==> src/hdl/rmq_pkg.sv <==
// rmq_pkg: shared types and constants of the rotation matrix to quaternion pipeline
// used by rmq_sqrt, rmq_div and rotation_matrix_to_quaternion; no dependencies
package rmq_pkg;

	// which branch of the conversion produced the quaternion
	typedef enum logic [1:0] {
		BR_W = 2'd0,
		BR_X = 2'd1,
		BR_Y = 2'd2,
		BR_Z = 2'd3
	} branch_t;

	localparam int LANES = 3;
	localparam int NUM_W = 16;

	localparam logic [15:0] SAT_MAX = 16'h7fff;
	localparam logic [15:0] SAT_MIN = 16'h8000;

	// request as it travels through the square root stages
	typedef struct packed {
		branch_t                      code;
		logic [LANES-1:0]             neg;
		logic [LANES-1:0][NUM_W-1:0]  mag;
	} item_t;

	// request as it travels through the divider stages
	typedef struct packed {
		branch_t          code;
		logic [LANES-1:0] neg;
		logic [15:0]      rootq;
	} meta_t;

endpackage

==> src/hdl/rmq_sqrt.sv <==
// rmq_sqrt: pipelined integer square root, one result bit per stage
// depends on rmq_pkg for the request payload type
module rmq_sqrt #(
	parameter int RW = 34
) (
	input  logic                  clk,
	input  logic                  arst_n,
	input  logic                  en,
	input  logic                  in_valid,
	input  logic [RW-1:0]         rad,
	input  rmq_pkg::item_t        item_in,
	output logic                  out_valid,
	output logic [RW/2-1:0]       root,
	output rmq_pkg::item_t        item_out
);

	localparam int HW = RW / 2;

	logic                 v_s    [HW];
	logic [HW+1:0]        rem_s  [HW];
	logic [HW-1:0]        root_s [HW];
	logic [RW-1:0]        rad_s  [HW];
	rmq_pkg::item_t       item_s [HW];

	logic                 cur_v    [HW];
	logic [HW+1:0]        cur_rem  [HW];
	logic [HW-1:0]        cur_root [HW];
	logic [RW-1:0]        cur_rad  [HW];
	rmq_pkg::item_t       cur_item [HW];

	logic [HW+1:0]        nxt_rem  [HW];
	logic [HW-1:0]        nxt_root [HW];

	always_comb begin
		logic [HW+1:0] r2;
		logic [HW+1:0] trial;
		logic          ge;
		cur_v[0]    = in_valid;
		cur_rem[0]  = '0;
		cur_root[0] = '0;
		cur_rad[0]  = rad;
		cur_item[0] = item_in;
		for (int j = 1; j < HW; j++) begin
			cur_v[j]    = v_s[j-1];
			cur_rem[j]  = rem_s[j-1];
			cur_root[j] = root_s[j-1];
			cur_rad[j]  = rad_s[j-1];
			cur_item[j] = item_s[j-1];
		end
		for (int j = 0; j < HW; j++) begin
			// bring down the next two radicand bits and try root*4+1
			r2          = {cur_rem[j][HW-1:0], cur_rad[j][RW-1 -: 2]};
			trial       = {cur_root[j], 2'b01};
			ge          = (r2 >= trial);
			nxt_rem[j]  = ge ? (r2 - trial) : r2;
			nxt_root[j] = {cur_root[j][HW-2:0], ge};
		end
	end

	always_ff @(posedge clk or negedge arst_n) begin
		if (!arst_n) begin
			for (int j = 0; j < HW; j++) v_s[j] <= 1'b0;
		end else if (en) begin
			for (int j = 0; j < HW; j++) v_s[j] <= cur_v[j];
		end
	end

	always_ff @(posedge clk) begin
		if (en) begin
			for (int j = 0; j < HW; j++) begin
				rem_s[j]  <= nxt_rem[j];
				root_s[j] <= nxt_root[j];
				rad_s[j]  <= cur_rad[j] << 2;
				item_s[j] <= cur_item[j];
			end
		end
	end

	assign out_valid = v_s[HW-1];
	assign root      = root_s[HW-1];
	assign item_out  = item_s[HW-1];

endmodule

==> config.mk <==
export PLATFORM = sky130hd
export DESIGN_NAME = rmq_sqrt
export DESIGN_NICKNAME = d
export VERILOG_FILES = /design/src/hdl/rmq_pkg.sv /design/src/hdl/rmq_sqrt.sv
export SDC_FILE = /design/constraint.sdc
export NUM_CORES = 1
export LEC_CHECK = 0
export BUFFER_PORTS_ARGS = -buffer_cell sky130_fd_sc_hd__buf_2
export CORE_MARGIN = 2
export CORE_UTILIZATION = 66
export DETAILED_ROUTE_END_ITERATION = 8
export HOLD_SLACK_MARGIN = 0.15
export PLACE_DENSITY = 0.89
export SLEW_MARGIN = 10
export SYNTH_ARGS = -nofsm -noshare
export SYNTH_HDL_FRONTEND = slang
export SYNTH_SLANG_ARGS = --single-unit
==> constraint.sdc <==
create_clock -name clk -period 5.6 [get_ports clk]
set_input_delay 0.28 -clock clk [delete_from_list [all_inputs] [get_ports clk]]
set_output_delay 0.28 -clock clk [all_outputs]
set_load 0.05 [all_outputs]
==> flow_metrics.py <==
metrics = {
    "setup_path": {
        "cp.arrival_ps": 4260,
        "crit_type": "reg -> reg",
        "crit_required_ps": 6080,
        "cp-end-kind": "flop",
        "critPathLaunchType": "flop",
        "critPathMaxFanout": 20,
    },
    "global_route": {
        "grt_first_pass_wirelength_microns": 176000,
        "grt_util_all_layers_pct": 25.0,
        "grt.overflow.total": 0,
        "grt_max_degree": 210,
        "grt_pass1_vias": 31200,
        "antenna_found_initial": 0,
    },
    "place": {
        "dp_hpwl_microns": 56400,
        "port-buffer-count": 161,
        "post_dp_cell_area_sq_um": 61700,
        "place_congestion": 0.903,
        "dpl_worst_slack_ps": 2090,
    },
    "sta": {
        "worstMarginPinSlew_ps": 1210,
        "setup_viol": 0,
        "slew_violations": 0,
        "maxSlewHeadroom_pct": 17.1,
        "max_freq_ghz": 0.265,
        "setup_tns_ps": 0,
        "setup_ws_ps": 1830,
        "final_hold_viol_count": 0,
        "rsz0062_at_grt": "no",
        "fin_crit_ps": 3770,
        "fin_worst_skew_ps": 55.1,
        "fin_crit_sh_pct": 67.4,
    },
    "synth": {
        "yosysTopAreaCell": "edfxtp_1",
        "synth_ff_type": "edfxtp_1",
        "synth_fp_nets": 3609,
        "syn_area_per_cell_sq_um": 17.7,
        "yosysSeqAreaShare_pct": 80.6,
        "synth_edf_count": 1580,
        "synth_area_sq_um": 59400,
        "synth_compound_area_share_pct": 5.36,
        "yosys-mux-area-fraction_pct": 1.27,
        "yosysUniqueCellTypes": 76,
        "ys_ff_latch": 1597,
        "async_flop_share_pct": 1.06,
        "synth_cells": 3348,
        "synth_top_area_share_pct": 79.9,
        "synth-simple-area-share_pct": 5.04,
        "synthAdderAreaFrac_pct": 3.58,
        "yosys-top-cells-area": "edfxtp_1 (80%), ha_1 (3.6%), xnor2_1 (1.4%)",
        "ys_warn_count": 0,
        "synth_xor_area_share_pct": 2.42,
        "synth_top_family_by_area": "compound AO/OA/AOI/OAI gates",
    },
    "clock_tree": {
        "clk_pin_slew_ps": 70,
        "clk_path_buf_depth": 3,
        "ctsHtreeMaxLevel": 4,
        "cts_tree": "done",
        "clock-sinks": 1597,
        "numCtsBuffers": 153,
        "clk-insertion-delay-late_ps": 780,
        "root_buffer": "clkbuf_16",
    },
    "power": {
        "p_seq_share_pct": 53.7,
        "switching_power_mw": 6.75,
        "ir_worst_vdd_uv": 392,
        "internal_power_mw": 21.0,
        "leakagePower_nw": 24.7,
        "pwr-share-clk_pct": 36.2,
        "p_sw_share_pct": 24.4,
        "comb_power_share_pct": 10.1,
        "p_per_area_nw_per_um2": 411,
    },
    "route": {
        "postRouteAntennaNets": 0,
        "drcViolationCount": 0,
        "dr.pass1.iters": 6,
        "drt_iter0_markers": 3060,
        "wire_per_inst_microns": 22.6,
        "vias_per_cell": 5.97,
        "vias": 29900,
        "wirelength_microns": 113000,
    },
    "cells_and_area": {
        "fillers": 4614,
        "multiInputGateArea_sq_um": 10500,
        "final_layout_size_suffix_gt1_share_pct": 12.1,
        "regArea_sq_um": 47900,
        "area_delta_synth_final_pct": 13.6,
        "fin_nets": 3987,
        "final_area_sq_um": 67400,
        "antenna_cells": 0,
    },
    "worst_hold_path": {
        "hold_class": "in -> reg",
    },
    "floorplan": {
        "die_y_microns": 304,
        "start_util_pct": 66.9,
        "rows": 109,
        "dieArea_sq_um": 92400,
        "ios": 162,
        "core_area_sq_um": 88800,
        "die_x_microns": 304,
    },
    "job": {
        "drv_cap": 0,
    },
    "run_status": {
        "status": "complete, no violations",
    },
}
power groups by stage:
stage                     clock (mW)  combinational, mW  sequential [mW]
after floorplan                    0               1.76             15.0
after global placement             0               2.54             15.0
after detailed placement           0               2.62             15.1
after CTS                       10.1               2.74             14.9
after global routing            10.6               3.07             15.0
final                           10.0               2.80             14.9
logic make-up (layout without fill, tap and decap cells):
family	count (synthesis)	count (layout)
buffers and inverters	259	763
AO/OA/AOI/OAI	488	488
other	1	1
XOR/XNOR	164	164
multiplexers	68	68
flip-flops	1597	1597
AND/OR/NAND/NOR	601	601
adder cells (fa/ha/maj)	170	170
layer usage:
layer  global-route usage [%]  part of all wire [%]  vias to the layer above
met5                        0                     0                        -
met4                     12.8                   5.1                        0
met3                     4.32                   5.3                      373
met2                     46.5                    55                     1369
met1                     27.3                    35                    14600
li1                         -                     -                    13600
path summary, 6_finish.rpt:
kind,startpoint,cells after the start,slack [ps],end
max,rem_s[0][114],7,1830,rem_s[0][149]
min,item_in[34],2,210,item_s[0][34]
max reg2reg,rem_s[0][114],7,1830,rem_s[0][149]
min reg2reg,item_s[0][651],0,390,item_s[0][704]
max in group asynchronous,arst_n,3,4280,cur_v[14]
min in group asynchronous,arst_n,3,720,out_valid
final cells by class:
cell class	count	share of cell area, %
clock buffers	197	5.97
clock inverters	84	1.18
inverters	211	1.17
multi-input cells	1492	15.6
flip-flops and latches	1597	71.0
well taps	1165	2.16
repair buffers	271	2.95
flip-flops by register name, summed over array words and instances (netlist names):
| signal | flops |
|---|---|
| rem_s | 254 |
| cur_v | 16 |
| root_s | 153 |
| rad_s | 272 |
| item_s | 901 |
| out_valid | 1 |
timing repair:
item                                   CTS  global route
endpoints found under the hold margin  239             0
hold buffers                            92             0
resized for setup                        0             0
buffers inserted                         0             0
layout by cell type, fill, tap and decap left out, types with 26 or more instances in the layout:
cell type      synthesis  final
edfxtp_1            1580   1580
inv_1                209    209
ha_1                 170    170
buf_2                 10    160
nor2_1               155    155
clkbuf_16              0    154
a21oi_1              143    143
nand2_1              133    133
o21ai_0               96     96
xnor2_1               94     94
dlygate4sd3_1          0     92
xor2_1                70     70
nor3_1                66     66
mux2_2                60     60
a21o_1                49     49
nand3_1               43     43
clkbuf_1              34     42
o21a_1                41     41
clkinv_1               0     37
nand4_1               34     34
nor4_1                27     27
or3_1                 26     26
worst max-delay path, cell delays in order, from the launching register on:
cell	delay, ps
edfxtp_1	450
ha_1	390
o21ai_0	190
a2111oi_0	1060
and4b_1	510
nand3b_1	330
nor4b_1	420
xor2_1	110
metrics by stage:
stage / util [%] / power [mW] / hold slack (ps) / std cells
floorplan: - / 16.7 / -15.6 / 3348
global placement: 69.5 / 17.5 / 203 / 4644
detailed placement: 69.5 / 17.7 / 238 / 4644
CTS: 76.0 / 27.7 / 155 / 5017
global route: 76.0 / 28.7 / 184 / 5017
finish: 76.0 / 27.7 / 211 / 5017
synthesized netlist by cell type (9+ instances only):
cell / instances
edfxtp_1: 1580
nand2b_1: 24
or2_2: 12
inv_1: 209
nand2_1: 133
nor3_1: 66
nand4_1: 34
nand3b_1: 9
nor2_1: 155
o21ai_0: 96
xor2_1: 70
ha_1: 170
o21bai_1: 13
o21a_1: 41
and3_1: 9
xnor2_1: 94
and2_1: 13
nor2b_1: 18
nor4_1: 27
a211oi_1: 21
a21oi_1: 143
or3_1: 26
dfrtp_1: 17
mux2_2: 60
o211ai_1: 17
o31ai_1: 13
nand3_1: 43
clkbuf_1: 34
a31oi_1: 10
buf_2: 10
a21o_1: 49
No activity file was read; power rests on OpenSTA's default activity.
